### config.mk
export PLATFORM = sky130hd
export DESIGN_NAME = cts_front
export DESIGN_NICKNAME = d
export VERILOG_FILES = /design/src/rtl/cts_pkg.sv /design/src/rtl/cts_front.sv
export SDC_FILE = /design/constraint.sdc
export NUM_CORES = 1
export LEC_CHECK = 0
export BUFFER_PORTS_ARGS = -buffer_cell sky130_fd_sc_hd__clkbuf_2
export CORE_MARGIN = 3
export CORE_UTILIZATION = 23
export DETAILED_ROUTE_END_ITERATION = 6
export PLACE_DENSITY_LB_ADDON = 0.1
export SYNTH_ARGS = -nofsm -noshare
export SYNTH_HDL_FRONTEND = slang
export SYNTH_SLANG_ARGS = --single-unit
### constraint.sdc
create_clock -name vclk -period 1.3
set_input_delay 0.26 -clock vclk [all_inputs]
set_output_delay 0.26 -clock vclk [all_outputs]
set_load 0.01 [all_outputs]
### src/rtl/cts_pkg.sv
package cts_pkg;

    localparam int WORD_W = 29;
    localparam int LINE_W = 28;
    localparam int ADDR_W = 32;

    localparam logic [15:0] LFSR_SEED = 16'hACE1;
    localparam logic [15:0] LFSR_TAPS = 16'hB400;

    localparam logic [1:0] CFG_POLICY  = 2'd0;
    localparam logic [1:0] CFG_L1_BITS = 2'd1;
    localparam logic [1:0] CFG_L2_BITS = 2'd2;

    localparam logic [3:0] L1_BITS_RESET = 4'd8;
    localparam logic [3:0] L2_BITS_RESET = 4'd8;

    typedef enum logic [1:0] {
        CMD_FIND   = 2'd0,
        CMD_INSERT = 2'd1,
        CMD_REMOVE = 2'd2,
        CMD_MARK   = 2'd3
    } cmd_t;

    typedef enum logic [1:0] {
        CACHE_L1I = 2'd0,
        CACHE_L2  = 2'd1,
        CACHE_L1D = 2'd2
    } cache_t;

    typedef enum logic [1:0] {
        B_IDLE  = 2'd0,
        B_EXEC  = 2'd1,
        B_CLEAR = 2'd2
    } back_state_t;

    typedef struct packed {
        logic       policy;
        logic [3:0] l1_bits;
        logic [3:0] l2_bits;
    } cfg_t;

    typedef struct packed {
        cmd_t              cmd;
        cache_t            cache;
        logic [WORD_W-1:0] key;
    } item_t;

    typedef struct packed {
        logic              found;
        logic [WORD_W-1:0] block_out;
        logic              evicted;
    } res_t;

endpackage

### src/rtl/cts_front.sv
module cts_front
    import cts_pkg::*;
#(
    parameter int MAX_INDEX_BITS = 8,
    parameter int LINE_SHIFT     = 4
)
(
    input  cfg_t                      cfg,
    input  logic [1:0]                cmd,
    input  logic [1:0]                cache_sel,
    input  logic [ADDR_W-1:0]         address,
    input  logic [WORD_W-1:0]         block_in,
    output item_t                     item,
    output logic [MAX_INDEX_BITS-1:0] set_idx
);

    localparam logic [3:0] MAXB = 4'(MAX_INDEX_BITS);

    logic [3:0]                bits_raw;
    logic [3:0]                bits_c;
    logic [MAX_INDEX_BITS-1:0] mask;
    logic [LINE_W-1:0]         line;
    cmd_t                      cmd_c;

    // decode command and cache, unused selector maps to the L1 data cache
    always_comb
    begin
        cmd_c = cmd_t'(cmd);
        case (cache_sel)
            2'd0:    item.cache = CACHE_L1I;
            2'd1:    item.cache = CACHE_L2;
            default: item.cache = CACHE_L1D;
        endcase
        item.cmd = cmd_c;
    end

    // pick the key: line for find, block word otherwise
    always_comb
    begin
        if (cmd_c == CMD_FIND)
        begin
            line     = LINE_W'(address >> LINE_SHIFT);
            item.key = {1'b0, line};
        end
        else
        begin
            line     = block_in[WORD_W-1:1];
            item.key = block_in;
        end
    end

    // clamp index bits and mask the set index
    always_comb
    begin
        bits_raw = (item.cache == CACHE_L2) ? cfg.l2_bits : cfg.l1_bits;
        bits_c   = (bits_raw > MAXB) ? MAXB : bits_raw;
        for (int i = 0; i < MAX_INDEX_BITS; i++)
        begin
            mask[i] = (4'(i) < bits_c);
        end
        set_idx = line[MAX_INDEX_BITS-1:0] & mask;
    end

endmodule

## After elaboration in Yosys (flattened, before gate mapping)

Cells that the tools add are included.
Widths: inputs -> output; s select.

- $lt $le $gt $ge: 9
- Eq/ne operators: 2
- Multiplexer cells: 5
- Bitwise operators: 1
- Reductions and logical operators: 2

Operators with widths:

| operator | number |
|---|---|
| $mux 29 | 1 |
| $lt 3x4->1 const A | 4 |
| $and 8x8->8 | 1 |
| $lt 1x4->1 const A | 2 |
| $lt 2x4->1 const A | 2 |
| $mux 4 | 2 |
| $mux 8 | 1 |
| $eq 2x1->1 const B | 2 |
| $gt 4x4->1 const B | 1 |
| $logic_not 2->1 | 2 |
| $pmux 2 s2 | 1 |

- Flip-flop bits (word level): 0
- Input bits: 74
- Output and inout port bits: 41
- Word-level logic and storage cells: 19

## Depth between registers and ports, before layout

Gate-level depths: netlist (run 1).

- Depth after elaboration: 8
- Depth in mapped cells: 5
- Mapped depth without buffers: 4

## Least setup slack after synthesis (run 1)

Ideal clock, no wire load.

- Path type: in2out
- Start: input cache_sel[1]
- End: output set_idx[4]
- Data arrival time: 1,107 ps
- Required time: 1,040 ps
- Setup slack: -67 ps
- Stages: 4
- Path through: nand2b_2 > inv_2 > o21ai_0 > a221oi_1

RTL lines:

| what | line | text |
|---|---|---|
| start: declaration | cts_front.sv:10 | `input logic [1:0] cache_sel,` |
| end: declaration | cts_front.sv:14 | `output logic [MAX_INDEX_BITS-1:0] set_idx` |

## Final worst setup path (run 1)

- Start: input cfg[1] (netlist name)
- End: output set_idx[1]

- Cells in the longest elaborated chain, start to end: 5

Ends and longest elaborated chain:

| what | line | text |
|---|---|---|
| start: declaration | cts_front.sv:8 | `input cfg_t cfg,` |
| $mux 4 * | cts_front.sv:55 | `bits_raw = (item.cache == CACHE_L2) ? cfg.l2_bits : cfg.l1_bits;` |
| $gt 4x4->1 | cts_front.sv:56 | `bits_c = (bits_raw > MAXB) ? MAXB : bits_raw;` |
| $mux 4 * | cts_front.sv:56 |  |
| $lt 1x4->1 * | cts_front.sv:59 | `mask[i] = (4'(i) < bits_c);` |
| $and 8x8->8 * | cts_front.sv:61 | `set_idx = line[MAX_INDEX_BITS-1:0] & mask;` |

Every way passes the cells marked *; elsewhere a longest branch is shown, timed or not.

==> results of run 1 <==
-- layout make-up --
cell class	count	area [um2]
Timing Repair Buffer	126	865
Fill cell	208	591
Tap cell	28	35.0
Multi-Input combinational cell	110	777
Inverter	1	8.76
-- what timing repair did --
item,CTS,global route
pin swaps,27,37
gates cloned,2,1
buffers inserted,1,2
endpoints found under the setup margin,37,37
resized for setup,33,99
-- final timing paths --
kind	endpoint	slack, ns	cells after the start
max	set_idx[1]	-0.26	5
min	item[31]	0.72	2
-- cell usage in the layout, fill, tap and decap left out --
master / synthesis / layout
nand2_2: 0 / 28
o31ai_2: 2 / 1
o31ai_4: 0 / 2
clkbuf_16: 0 / 1
buf_2: 2 / 15
a31oi_2: 0 / 1
a21oi_2: 0 / 1
a32oi_2: 0 / 1
and2_4: 0 / 1
mux2i_1: 1 / 1
and4b_1: 1 / 1
nand2_4: 0 / 13
a211oi_1: 1 / 1
buf_6: 0 / 17
or2_4: 0 / 1
or4b_4: 0 / 3
nand2b_1: 1 / 1
clkbuf_2: 0 / 75
a21oi_1: 2 / 1
nand2b_4: 0 / 1
or4bb_1: 1 / 1
a221oi_2: 0 / 2
a22oi_2: 0 / 2
clkinv_4: 0 / 1
nand2_1: 86 / 45
buf_8: 0 / 5
nor2_4: 0 / 1
o21ai_0: 1 / 1
buf_12: 0 / 2
buf_4: 2 / 11
-- power breakdown --
part / switching (mW) / internal, mW / leakage [nW]
sequential: 0 / 0 / 0
combinational: 0.310 / 0.342 / 0.985
clock: 0 / 0 / 0
-- Yosys cell counts (2+ instances only) --
master / n
a21oi_1: 2
a22oi_1: 2
a221oi_1: 2
or4b_1: 3
buf_2: 2
o31ai_2: 2
buf_4: 2
nand2_1: 86
clkbuf_1: 4
-- routing by layer --
layer  share of wire  GRT usage  vias to the layer above
met3           0.083     0.0397                        6
li1                -          -                      625
met4           0.015     0.0278                        0
met1            0.31      0.198                      583
met2            0.59      0.405                       69
met5               0          0                        -
-- cells by family (layout without fill, tap and decap cells) --
logic type	Yosys count	count (layout)	share of synthesized area
AOI/OAI and AO/OA	13	13	0.182
and+or+nand+nor	96	96	0.723
muxes	1	1	0.0177
buffers and inverters	9	127	0.0776
-- through the flow --
| stage | utilization | worst slack (ns) |
|---|---|---|
| after floorplan | - | -0.0279 |
| after global placement | 0.551 | -0.261 |
| after detailed placement | 0.551 | -0.302 |
| after CTS | 0.628 | -0.269 |
| after global routing | 0.741 | -0.290 |
| final | 0.741 | -0.258 |
==> run metrics, run 1 <==
setup_tns=-2.26 ns; crit path capture type=output port; violated checks=negative setup slack; FF+latch count=0; Synth cell types=23; Ys Warns=0; RSZ-0062 raised after global routing=yes; n_diodes=0; Post-CTS Hold Fix Bufs=0; Top Ports=115; global-route wire length before repair=roughly 5.2 mm; Final Setup Violations=35; Worst VDD drop=0.000248 V; Slew Limit Fails=0; crit-path cells=buf_6, or4b_4, o31ai_4, a32oi_2, buf_2; critical path required time=1.04 ns; Die ar.=3080 um2; CP Buf/Inv Count=2; DR WL/cell=between 10 and 15 um; GPL Wtd Cong=0.902; HP Class=input port to output port; drt pass-1 iters=4; fraction of layout cells with a size suffix above 1=0.781; FF+latch area=0 um2; syn nets=193; CLK BUF=0; minimum clock period=1.56 ns; placed inst area=1250 um2; PwrDens=387 nW/um2; Die Wd=55.5 um; CP Data Arrival Time=1.30 ns; Critical Path Slowest Stage Cell=or4b_4; Placed Cells=261; CP Class=input port to output port; Worst path top cell family by delay=simple AND/OR/NAND/NOR gates; Pwr Total=652 uW; Worst Setup SP=cfg[1]; via count=1283; initial antenna violation count=0; initial core utilization=0.248; Pleak=between 0.9 and 1 nW; cells after synthesis=119; max cap viols=0; Fmax=0.642 GHz; Finished Layout Cells=265; Design Area, Final=between 1500 and 2000 um2; worst-path fanout max=4; vias in the first global route=1236; Std-Cell Core Area=2280 um2; Port Buffers=110; Fin. Hold Viols=0; max-slew headroom at the worst pin=0.735; Hold WS=0.721 ns; Slowest Stage Delay on Critical Path=0.54 ns; row count=17; Synth area leaders=nand2_1 57%, or4b_1 5.3%, o31ai_2 4.4%; Hold Startpoint=cmd[0]; die height=55.5 um; antenna viol nets, final=0; GRT overflow=0; Mapped Area=564 um2; Syn Area/Cell=4.74 um2; drt first-iter violations=34; final setup margin=-0.258 ns; outcome=complete, but fails checks; Layout area overhead=199%; via count normalized by instance count=4.84; DPL Wire Length=2.57 mm; Startpoint Class=input port; largest net degree at the start of global routing=13; share of the clock period used by the worst path=1.20; Post-Route WL=3.68 mm; DRC viols=0; measured slew at the worst slew-check pin=0.386 ns; fin nets=313; cell taking the most area after synthesis=nand2_1; Synth top area share=0.572; total track usage=0.196; post-synthesis sequential area ratio=0
Note: power is estimated with default switching activity, not from simulation.
==> inputs of run 2 (changes only) <==
--- a/config.mk
+++ b/config.mk
@@ -10,6 +10,7 @@
 export CORE_UTILIZATION = 23
 export DETAILED_ROUTE_END_ITERATION = 6
 export PLACE_DENSITY_LB_ADDON = 0.1
+export REMOVE_ABC_BUFFERS = 1
 export SYNTH_ARGS = -nofsm -noshare
 export SYNTH_HDL_FRONTEND = slang
 export SYNTH_SLANG_ARGS = --single-unit
==> run 2 against run 1 <==
Final area rose by 3.9%. The run still ends with negative setup slack left. Core utilization rose by 2.9 points. Wire length down 1.2%. Critical path type unchanged. Worst setup slack got worse by 0.021 ns. Largest power group unchanged. Highest routed layer unchanged.
==> run metrics, run 2 (synthesis gave the netlist of run 1 again) <==
initial antenna violation count=0 (unchanged); fin nets=320 (was 313); via count normalized by instance count=4.69 (was 4.84); Layout area overhead=210% (was 199%); CP Class=input port to output port (unchanged); minimum clock period=1.58 ns (was 1.56 ns); FF+latch area=0 um2 (unchanged); Port Buffers=110 (unchanged); CLK BUF=0 (unchanged); Hold WS=0.723 ns (was 0.721 ns); Fmax=0.633 GHz (was 0.642 GHz); CP Data Arrival Time=1.32 ns (was 1.30 ns); global-route wire length before repair=5.50 mm (was 5.18 mm); worst-path fanout max=4 (unchanged); Fin. Hold Viols=0 (unchanged); GPL Wtd Cong=0.916 (was 0.902); violated checks=negative setup slack (unchanged); drt pass-1 iters=4 (unchanged); max cap viols=0 (unchanged); DP Worst Slack=-0.330 ns (was -0.302 ns); antenna viol nets, final=0 (unchanged); DRC viols=0 (unchanged); Fillers=156 (was 208); Post-Route WL=3.64 mm (was 3.68 mm); outcome=complete, but fails checks (unchanged); final setup margin=-0.279 ns (was -0.258 ns); Setup crit end=set_idx[1] (unchanged); row count=17 (unchanged); Final Setup Violations=32 (was 35); initial core utilization=0.248 (unchanged); vias in the first global route=1294 (was 1236); placed inst area=1240 um2 (was 1250 um2); most frequent cells in the layout=85 x clkbuf_2, 46 x nand2_1, 27 x nand2_2 (was 75 x clkbuf_2, 45 x nand2_1, 28 x nand2_2); max-slew headroom at the worst pin=0.773 (was 0.735); Finished Layout Cells=272 (was 265); Std-Cell Core Area=2280 um2 (unchanged); die height=55.5 um (unchanged); Placed Cells=263 (was 261); crit path capture type=output port (unchanged); PwrDens=387 nW/um2 (about the same); most common cell after layout, fill and taps aside=clkbuf_2 (unchanged); Slew Limit Fails=0 (unchanged); Design Area, Final=1750 um2 (was 1690 um2); Die ar.=3080 um2 (unchanged); area of the multi-input gates=752 um2 (was 777 um2); Worst Setup SP=cfg[1] (unchanged); Startpoint Class=input port (unchanged); Post-CTS Hold Fix Bufs=0 (unchanged); largest net degree at the start of global routing=10 (was 13); DR WL/cell=13.4 um (was 13.9 um); critical path required time=1.04 ns (about the same); RSZ-0062 raised after global routing=yes (unchanged); Pleak=1.03 nW (was 0.985 nW); Worst VDD drop=0.000260 V (was 0.000248 V); HP Class=input port to output port (unchanged); n_diodes=0 (unchanged); GRT overflow=0 (unchanged); via count=1275 (was 1283); DPL Wire Length=2.48 mm (was 2.57 mm); fraction of layout cells with a size suffix above 1=0.762 (was 0.781); FF+latch count=0 (unchanged); total track usage=0.209 (was 0.196); share of the clock period used by the worst path=1.21 (was 1.20); measured slew at the worst slew-check pin=0.341 ns (was 0.386 ns); Top Ports=115 (unchanged); fin util=0.769 (was 0.741); drt first-iter violations=26 (was 34); Die Wd=55.5 um (unchanged)
## run 2: changes by cell type in the layout (fill, tap and decap cells not counted), sizes merged
cell,change
clkbuf,+9
buf,-2
inv,+1
clkinv,-1
## run 2: timing repair
action | CTS | global route
endpoints found under the setup margin | 34 | 35
pin swaps | 37 | 19
gates resized for setup | 41 | 78
setup buffers | 6 | 1
cloned | 3 | 0
## run 2: per-stage QoR
stage,setup TNS [ns],total power [mW]
3_5_place_dp,-5.10,0.464
6_report,-3.68,0.678
3_3_place_gp,-4.56,0.457
4_1_cts,-4.68,0.575
5_1_grt,-4.67,0.722
2_1_floorplan,-2.38,0.185
## run 2: final cells by class
| class | instances | share of cell area |
|---|---|---|
| tap | 28 | 0.0200 |
| multi-input combinational | 110 | 0.430 |
| timing repair buffer | 133 | 0.547 |
| inverter | 1 | 0.00357 |
## run 2: worst min-delay path by stage
stage / startpoint / endpoint / cells past startpoint
global route: cache_sel[1] / item[30] / 2
finish: cache_sel[1] / item[30] / 2
CTS: cmd[0] / item[31] / 2
global placement: cmd[0] / item[31] / 2
detailed placement: cmd[0] / item[31] / 2
floorplan: cache_sel[1] / item[30] / 0
## run 2: critical path: stages
cell and delay (ns):
buf_6 0.09, or4b_4 0.54, o31ai_4 0.11, a32oi_1 0.15
buf_2 0.16
## run 2: per-layer routing
| metal | routed length [um] | vias up | global-route usage | share of wire |
|---|---|---|---|---|
| met5 | 0 | - | 0 | 0 |
| met4 | 37 | 0 | 0.0174 | 0.010 |
| met3 | 266 | 4 | 0.0374 | 0.073 |
| met2 | 2060 | 65 | 0.432 | 0.57 |
| met1 | 1270 | 563 | 0.219 | 0.35 |
| li1 | - | 643 | - | - |
## run 2: report_power, final
| part | internal [mW] | switching, mW | total, mW | leakage (nW) |
|---|---|---|---|---|
| Sequential | 0 | 0 | 0 | 0 |
| Combinational | 0.362 | 0.315 | 0.678 | 1.03 |
| Clock | 0 | 0 | 0 | 0 |
| Total | 0.362 | 0.315 | 0.678 | 1.03 |
