$ cat src/rtl/cts_fifo.sv
module cts_fifo
#(
    parameter int W = 8
)
(
    input  logic         clk,
    input  logic         rst_n,
    input  logic         push,
    input  logic         pop,
    input  logic [W-1:0] din,
    output logic [W-1:0] dout,
    output logic         full,
    output logic         empty
);

    logic [W-1:0] mem_reg [2];
    logic         wptr_reg;
    logic         rptr_reg;
    logic [1:0]   count_reg;
    logic         do_push;
    logic         do_pop;

    assign full    = (count_reg == 2'd2);
    assign empty   = (count_reg == 2'd0);
    assign do_push = push && !full;
    assign do_pop  = pop && !empty;
    assign dout    = mem_reg[rptr_reg];

    // advance pointers and count
    always_ff @(posedge clk or negedge rst_n)
    begin
        if (!rst_n)
        begin
            wptr_reg  <= 1'b0;
            rptr_reg  <= 1'b0;
            count_reg <= 2'd0;
        end
        else
        begin
            if (do_push)
            begin
                wptr_reg <= ~wptr_reg;
            end
            if (do_pop)
            begin
                rptr_reg <= ~rptr_reg;
            end
            if (do_push && !do_pop)
            begin
                count_reg <= count_reg + 2'd1;
            end
            else if (do_pop && !do_push)
            begin
                count_reg <= count_reg - 2'd1;
            end
        end
    end

    // hold entry data
    always_ff @(posedge clk)
    begin
        if (do_push)
        begin
            mem_reg[wptr_reg] <= din;
        end
    end

endmodule

$ cat config.mk
export PLATFORM = sky130hd
export DESIGN_NAME = cts_fifo
export DESIGN_NICKNAME = d
export VERILOG_FILES = /design/src/rtl/cts_fifo.sv
export SDC_FILE = /design/constraint.sdc
export NUM_CORES = 1
export LEC_CHECK = 0
export ABC_AREA = 1
export BUFFER_PORTS_ARGS = -buffer_cell sky130_fd_sc_hd__buf_4
export CORE_UTILIZATION = 45
export CTS_CLUSTER_SIZE = 20
export DETAILED_ROUTE_END_ITERATION = 8
export GPL_TIMING_DRIVEN = 0
export PLACE_DENSITY_LB_ADDON = 0.2
export SKIP_CTS_REPAIR_TIMING = 1
export SLEW_MARGIN = 20
export SYNTH_ARGS = -nofsm -noshare
export SYNTH_HDL_FRONTEND = slang
export SYNTH_SLANG_ARGS = --single-unit
$ cat constraint.sdc
create_clock -name clk -period 2.6 [get_ports clk]
set_input_delay 0.52 -clock clk [delete_from_list [all_inputs] [get_ports clk]]
set_output_delay 0.52 -clock clk [all_outputs]
set_load 0.02 [all_outputs]
## Yosys cells after proc, flatten, opt, wreduce, memory -nomap -nowiden

Memories as Yosys holds them, arrays and structs flattened.
Cells that the tools add are included.

| storage, ports and cells | value |
|---|---|
| flip-flop bits (word level) | 4 |
| RAM bits | 16 |
| input port bits | 12 |
| logic and storage cells | 23 |
| memories | 1 |

| operators by class | value |
|---|---|
| add/subtract/negate cells | 2 |
| eq/ne operators | 1 |
| multiplexer cells | 4 |
| bitwise operators | 2 |
| reductions and logical operators | 10 |

Memories:

| name | depth | width | rd ports | clocked after Yosys merged registers in | wr ports | RTL line | RTL |
|---|---|---|---|---|---|---|---|
| mem_reg | 2 | 8 | 1 | 0 | 1 | 16 | `logic [W-1:0] mem_reg [2];` |

Operators with widths:

| kind | number |
|---|---|
| $logic_and 1x1->1 | 4 |
| $logic_not 1->1 | 4 |
| $mux 2 | 2 |
| $add 2x1->2 const B | 1 |
| $eq 2x2->1 const B | 1 |
| $logic_not 2->1 | 1 |
| $mux 1 | 2 |
| $not 1->1 | 2 |
| $reduce_bool 2->1 | 1 |
| $sub 2x1->2 const B | 1 |

## Logic depth before layout (Yosys ltp)

Gate-level depths: netlist (run 1).

| logic depth | value |
|---|---|
| word-level depth | 7 |
| mapped depth | 9 |
| gate-level depth less buffers | 9 |

## Worst setup path before layout (run 1)

Ideal clock, no wire load.

| path | value |
|---|---|
| kind | reg-to-reg |
| start | register count_reg[0] |
| end | register count_reg[1] |
| setup time | 0.117 ns |
| arrival time | 1.302 ns |
| data required time | 2.483 ns |
| path slack | 1.182 ns |
| cell stages (with the launch flop) | 8 |
| path buffers | 0 |
| period minus slack after synthesis | 1.418 ns |
| path through | dfrtp_1 -> nor2_2 -> nor2_2 -> ha_1 -> inv_1 -> nand3_1 -> nand2_1 -> nand2_1 |

| between the ends | value |
|---|---|
| longest elaborated chain between the ends | 6 |

RTL lines:

| what | RTL line | RTL |
|---|---|---|
| start, declared | 19 | `logic [1:0] count_reg;` |
| start signal, assigned | 50 | `count_reg <= count_reg + 2'd1;` |
| start signal, assigned | 54 | `count_reg <= count_reg - 2'd1;` |
| $eq 2x2->1 * | 23 | `assign full = (count_reg == 2'd2);` |
| named net full | 12 | `output logic full,` |
| $logic_not 1->1 * | 25 | `assign do_push = push && !full;` |
| $logic_and 1x1->1 * | 25 |  |
| named net do_push | 20 | `logic do_push;` |
| $logic_not 1->1 | 52 | `else if (do_pop && !do_push)` |
| $logic_and 1x1->1 | 52 |  |
| $reduce_bool 2->1 (no line) | - |  |

The timed path passes the listed nets; every way through them passes the cells marked *. The select of a mux whose other input is x is not followed.
A chain may end at the register's enable or synchronous reset.

## Final worst setup path (run 1)

| path | value |
|---|---|
| start | register rptr_reg |
| end | output dout[4] |

| between the ends | value |
|---|---|
| longest elaborated chain between the ends | 1 |

RTL lines:

| what | RTL line | RTL |
|---|---|---|
| start, declared | 18 | `logic rptr_reg;` |
| start signal, assigned | 46 | `rptr_reg <= ~rptr_reg;` |
| $mem_v2 2x8 | - |  |
| end, declared | 11 | `output logic [W-1:0] dout,` |

Every way passes these cells.

==> impl_metrics.ini, run 1 <==
[status]
status = complete, no violations

[power_and_ir_drop]
vdd_ir_drop_max_mv = 0.677
finalPower_w = 0.00115
pwr_dens_mw_per_mm2 = 1110
power_leakage_nw = 0.484

[setup_path]
minimum_setup_slack_among_reg_to_reg_paths_ps = 1040
critical-path-top-cell-by-count = sky130_fd_sc_hd__nand2_1
critical_path.max_fanout = 10
critPathMaxStageDelay_ps = 380
reg2regPathDepth = 3
worst_r2r_startpoint = count_reg[1]$_DFFE_PN0P_
cp_slowest_cell = sky130_fd_sc_hd__dfrtp_1
end_of_the_worst_register_to_register_path = mem_reg[1][3]$_DFFE_PP_
crit_path_start_kind = flop
worst-path-buf-inv = 3
critical_path.endpoint_type = primary output
crit_family = buffers and inverters
cp.arrival_ps = 1280
criticalPathCategory = flop to primary output
required_time_reported_for_the_critical_path_endpoint_ps = 2080
cp_cell_sequence = buf_2 -> inv_2 -> nand2_1 -> nand2_1 -> buf_4

[detailed_routing]
drt_first_iter_violations = 11
finalWirelength_um = 1350
drc = 0
ant_nets = 0
routed_via_density = 4.54
dr.pass1.iters = 4
dr_total_vias = 558
drt-wirelength-per-cell_um = 11.0

[cells_and_area]
post_layout_nonfiller_instances = 123
antenna_cells = 0
largest_reg_flops = 16
layout_area_overhead_pct = 27.7
drive_gt1_share_pct = 28.3
fin_nets = 113

[worst_hold_path]
worst_hold_path.num_cells = 1
hold_path.startpoint = din[4]
hold_path_end = mem_reg[0][4]$_DFFE_PP_
min_path_type = primary input to flop

[timing]
hold_viol = 0
setup_total_negative_slack_ps = 0
remaining_max_slew_budget_at_the_tightest_pin_pct = 54.0
number_of_pins_with_negative_max_slew_slack_in_the_final_report = 0
worst_slack_setup_final_ps = 798
finalSetupViolations = 0
unrepaired_setup_endpoints_after_global_routing = false
clock.fmax_mhz = 555
worst_pin_slew_ps = 688
post-route-min-period_ps = 1800
finalClockSkew_ps = 5.68
fin_crit_share_pct = 69.3

[die]
initial_core_util_pct = 50.8
boundaryPins = 22
rows = 14
die_height_um = 44.4
die_x_um = 44.4
fp.dieArea_mm2 = 0.00197
fp.coreArea_mm2 = 0.00159

[clock_network]
clock_insertion_delay_at_the_later_pin_of_the_skew_report_ps = 290
tritoncts = done
max-clock-path-buffers = 2
cts-buffers-inserted = 3
cts.sink_count = 20
cts-htree-levels = 1
cts.root.buffer_cell = sky130_fd_sc_hd__clkbuf_4
cts_clk_pin_slew_worst_paths_ps = 110

[placed_design]
place_congestion = 0.773
numPlacedInstances = 118
dp_slack_ps = 915
numPortBuffers = 21
detailed_place_hpwl_um = 1010

[global_route]
grt_pass1_vias = 566
grt_first_pass_wirelength_um = 2300
gr-usage-all-layers_pct = 16.7
antenna_found_initial = 0
grt_remaining_overflow = 0
pin_count_of_the_biggest_net_entering_global_routing = 12

[synthesis]
ys.warnings.count = 0
synth_top_cell_area_share_pct = 59.4
avg_inst_size_synth_um2 = 11.1
synth_area_leader_cell = sky130_fd_sc_hd__edfxtp_1
syn-cell-area_um2 = 810
synthesis.nets = 86
ys_seq_area_share_pct = 71.7
yosys_register_bits = 20
synth_most_common_cell = sky130_fd_sc_hd__nand2_1
synth_top_cells_by_area = sky130_fd_sc_hd__edfxtp_1 59%, sky130_fd_sc_hd__nand2_1 15%, sky130_fd_sc_hd__dfrtp_1 12%
synthArstFlopShare_pct = 20.0
synthCells = 73
post_synth_edffs = 16
synth_top_flop_cell = sky130_fd_sc_hd__edfxtp_1
yosys_cell_types = 14
synth.top_cells.by_count = 33 x sky130_fd_sc_hd__nand2_1, 16 x sky130_fd_sc_hd__edfxtp_1, 7 x sky130_fd_sc_hd__inv_1

[job]
cap_violations = 0
-- routing by layer --
metal	share of wire, %	wire length, um	vias up	global-route usage (%)
li1	-	-	287	-
met1	40	546	257	18.1
met2	55	739	12	30.3
met3	3.4	46	2	3.27
met4	1.3	17	0	9.09
met5	0	0	-	0
-- final cells by class --
type | count | area, um^2
clock buffer | 4 | 26.3
tap | 24 | 30.0
timing repair buffer | 22 | 168
sequential | 20 | 581
fill | 127 | 561
buffer | 1 | 5.00
inverter | 8 | 30.0
multi-input combinational | 44 | 194
-- per-stage QoR --
step | util, % | hold slack [ps] | area, um^2
final | 64.8 | 406 | 1030
after global routing | 64.8 | 395 | 1030
after CTS | 64.2 | 1.53 | 1020
after detailed placement | 62.6 | 323 | 997
after global placement | 62.6 | 320 | 997
after floorplan | - | 224 | 810
-- worst register-to-register path: stages, from the launching register on --
cell and delay [ps]:
sky130_fd_sc_hd__dfrtp_1 420, sky130_fd_sc_hd__inv_1 120, sky130_fd_sc_hd__o21ai_0 110, sky130_fd_sc_hd__nor2_1 550
-- where the power goes --
| part | leakage [nW] | internal (W) | total, W | switching, W |
|---|---|---|---|---|
| Sequential | 0.197 | 0.000445 | 0.000488 | 0.0000427 |
| Combinational | 0.273 | 0.000197 | 0.000519 | 0.000321 |
| Clock | 0.0150 | 0.0000596 | 0.000145 | 0.0000851 |
-- how the worst max path moves through the flow --
stage | startpoint | to | slack (ps) | depth (start not counted)
2_1_floorplan | count_reg[0]$_DFFE_PN0P_ | count_reg[1]$_DFFE_PN0P_ | 1180 | 7
3_3_place_gp | push | mem_reg[1][5]$_DFFE_PP_ | 960 | 3
3_5_place_dp | push | mem_reg[1][7]$_DFFE_PP_ | 910 | 3
4_1_cts | rptr_reg$_DFFE_PN0P_ | dout[4] | 780 | 5
5_1_grt | rptr_reg$_DFFE_PN0P_ | dout[3] | 700 | 5
6_report | rptr_reg$_DFFE_PN0P_ | dout[4] | 800 | 5
-- cell families after synthesis --
logic type,count (synthesis),share of synthesized area (%)
and+or+nand+nor,40,20.1
DFF,20,71.7
buffers and inverters,9,4.33
AOI/OAI and AO/OA,2,1.24
xor gates and xnor gates,1,1.08
adders and majority gates,1,1.55
-- layout by cell type, fill, tap and decap left out, drive strengths merged --
master,n
o21ai,2
nand4,1
inv,8
buf,22
nand3,1
nand2,33
nand3b,1
ha,1
dlygate4sd3,1
edfxtp,16
dfrtp,4
nor2,4
xnor2,1
clkbuf,4
(Power assumes the default switching activity.)
==> run 2: changes to the inputs <==
ABC_AREA = 0   (was 1)
CORE_UTILIZATION = 44   (was 45)
clock period = 1.5 ns   (was 2.6 ns; I/O delays follow)
==> impl_metrics.ini, run 2 <==
[status]
status = complete, but fails checks
violations = negative setup slack

[setup_path]
cp_cell_sequence = buf_6 -> mux2_4 -> buf_6
cp.arrival_ps = 1290
critPathMaxStageDelay_ps = 410
crit_path_start_kind = flop
critical_path_depth = 3
critical_path.endpoint_type = primary output
worstSetupStartpoint = rptr_reg$_DFFE_PN0P_
critical-path-top-cell-by-count = sky130_fd_sc_hd__buf_6
reg2regPathDepth = 6
worst-path-buf-inv = 2
required_time_reported_for_the_critical_path_endpoint_ps = 1200
crit_family = flip-flops
worst_r2r_startpoint = count_reg[0]$_DFFE_PN0P_
cp_slowest_cell = sky130_fd_sc_hd__dfrtp_1
criticalPathCategory = flop to primary output
critical_path.max_fanout = 5

[synthesis]
yosys_cell_types = 15
synth.top_cells.by_count = 16 x sky130_fd_sc_hd__edfxtp_1, 6 x sky130_fd_sc_hd__mux2_1, 4 x sky130_fd_sc_hd__dfrtp_1
yosys_register_bits = 20
post_synth_edffs = 16
synth_most_common_cell = sky130_fd_sc_hd__edfxtp_1
syn-cell-area_um2 = 782
avg_inst_size_synth_um2 = 17.8
synth_top_cell_area_share_pct = 61.4
synthesis.nets = 57
ys_seq_area_share_pct = 74.2
synth_area_leader_cell = sky130_fd_sc_hd__edfxtp_1
synth_top_cells_by_area = sky130_fd_sc_hd__edfxtp_1 61%, sky130_fd_sc_hd__dfrtp_1 13%, sky130_fd_sc_hd__mux2_1 8.6%
synthCells = 44
synthArstFlopShare_pct = 20.0
synth_top_flop_cell = sky130_fd_sc_hd__edfxtp_1
ys.warnings.count = 0

[power_and_ir_drop]
vdd_ir_drop_max_mv = 1.25
combinationalPowerShare_pct = 48.5
p_seq_share_pct = 38.2
pwr_dens_mw_per_mm2 = 2040
p_switching_w = 0.000745
power_leakage_nw = 0.497
clkPwrFrac_pct = 13.3
internal_power_w = 0.00156
sw_frac_of_total_pct = 32.3

[detailed_routing]
dr.pass1.iters = 6
drt_first_iter_violations = 12
finalWirelength_um = 1210
ant_nets = 0
routed_via_density = 5.04
dr_total_vias = 459
drt-wirelength-per-cell_um = 13.3
drc = 0

[die]
die_x_um = 44.2
rows = 14
fp.dieArea_mm2 = 0.00195
die_height_um = 44.2
fp.coreArea_mm2 = 0.00158
boundaryPins = 22
initial_core_util_pct = 49.6

[timing]
setup_total_negative_slack_ps = -656
whs_ps = 175
unrepaired_setup_endpoints_after_global_routing = true
worst_slack_setup_final_ps = -88.3
finalClockSkew_ps = 1.66
clock.fmax_mhz = 630
fin_crit_share_pct = 106
remaining_max_slew_budget_at_the_tightest_pin_pct = 74.1
finalSetupViolations = 8
post-route-min-period_ps = 1590
hold_viol = 0
worst_pin_slew_ps = 389
number_of_pins_with_negative_max_slew_slack_in_the_final_report = 0

[cells_and_area]
final_design_area_excluding_fillers_mm2 = 0.00113
fin_util_pct = 71.7
fin_nets = 89
final_common_cell = sky130_fd_sc_hd__buf_4
layout_area_overhead_pct = 44.5
fillerInstances = 110
multi_input_area_um2 = 234
largest_reg_flops = 16
layout.cells.most_common_list = 17 x sky130_fd_sc_hd__buf_4, 16 x sky130_fd_sc_hd__edfxtp_1, 10 x sky130_fd_sc_hd__buf_6
drive_gt1_share_pct = 58.7
antenna_cells = 0
layout.area.seq_um2 = 582

[clock_network]
cts-htree-levels = 1
tritoncts = done
cts.sink_count = 20
max-clock-path-buffers = 2
cts_clk_pin_slew_worst_paths_ps = 100
clock_insertion_delay_at_the_later_pin_of_the_skew_report_ps = 300
cts-buffers-inserted = 3
cts.root.buffer_cell = sky130_fd_sc_hd__clkbuf_4

[placed_design]
placed_cell_area_um2 = 960
place_congestion = 0.645
detailed_place_hpwl_um = 780
dp_slack_ps = -138
numPortBuffers = 21

[job]
cap_violations = 0

[global_route]
antenna_found_initial = 0
grt_remaining_overflow = 0
pin_count_of_the_biggest_net_entering_global_routing = 12
grt_first_pass_wirelength_um = 1680
gr-usage-all-layers_pct = 13.3
grt_pass1_vias = 383

[worst_hold_path]
hold_path.startpoint = din[6]
min_path_type = primary input to flop
worst_hold_path.num_cells = 1
run 2: cell count changes in the layout (fill, tap and decap cells not counted), moves of 2 or more:
cell                      delta
sky130_fd_sc_hd__mux2_4      +8
sky130_fd_sc_hd__nand2_1    -33
sky130_fd_sc_hd__buf_4       -4
sky130_fd_sc_hd__buf_6      +10
sky130_fd_sc_hd__xor2_1      +2
sky130_fd_sc_hd__inv_1       -5
sky130_fd_sc_hd__o21ai_0     -2
sky130_fd_sc_hd__nor2_2      -2
run 2: metrics by stage:
stage | std cells | power (W)
final | 91 | 0.00231
after global routing | 91 | 0.00242
after CTS | 85 | 0.00198
after detailed placement | 81 | 0.00168
after global placement | 81 | 0.00165
after floorplan | 44 | 0.00138
run 2: final cells by class:
type | instances | share of cell area, %
multi-input cells | 21 | 20.7
well taps | 16 | 1.77
flip-flops and latches | 20 | 51.5
repair buffers | 27 | 21.2
plain buffers | 1 | 0.997
inverters | 2 | 0.664
clock buffers | 4 | 3.21
run 2: cell families (layout without fill, tap and decap cells):
group	Yosys count	after routing	synth area share, %
multiplexers	8	8	11.5
AND/OR/NAND/NOR	6	6	3.84
XOR/XNOR	5	5	6.56
AO/OA/AOI/OAI	1	1	0.639
adder cells (fa/ha/maj)	1	1	1.60
buffers and inverters	3	34	1.60
flip-flops	20	20	74.2
run 2: power by group through the flow:
stage	sequential [W]	combinational (W)	clock [W]
5_1_grt	0.000898	0.00118	0.000341
3_5_place_dp	0.000863	0.000814	0
3_3_place_gp	0.000858	0.000793	0
2_1_floorplan	0.000846	0.000535	0
4_1_cts	0.000854	0.000810	0.000315
6_report	0.000882	0.00112	0.000306
run 2: final timing paths:
| path | slack [ps] | to |
|---|---|---|
| setup / recovery | -90 | dout[6] |
| hold / removal | 180 | mem_reg[1][6]$_DFFE_PP_ |
| setup reg to reg | 120 | count_reg[1]$_DFFE_PN0P_ |
| hold reg to reg | 590 | wptr_reg$_DFFE_PN0P_ |
| max in group asynchronous | 1070 | count_reg[0]$_DFFE_PN0P_ |
| min in group asynchronous | 320 | wptr_reg$_DFFE_PN0P_ |
run 2: layer usage:
metal | up-vias | GRT usage (%) | part of all wire, %
li1 | 219 | - | -
met1 | 222 | 13.9 | 39
met2 | 15 | 21.2 | 54
met3 | 3 | 6.12 | 5.0
met4 | 0 | 9.09 | 2.0
met5 | - | 0 | 0
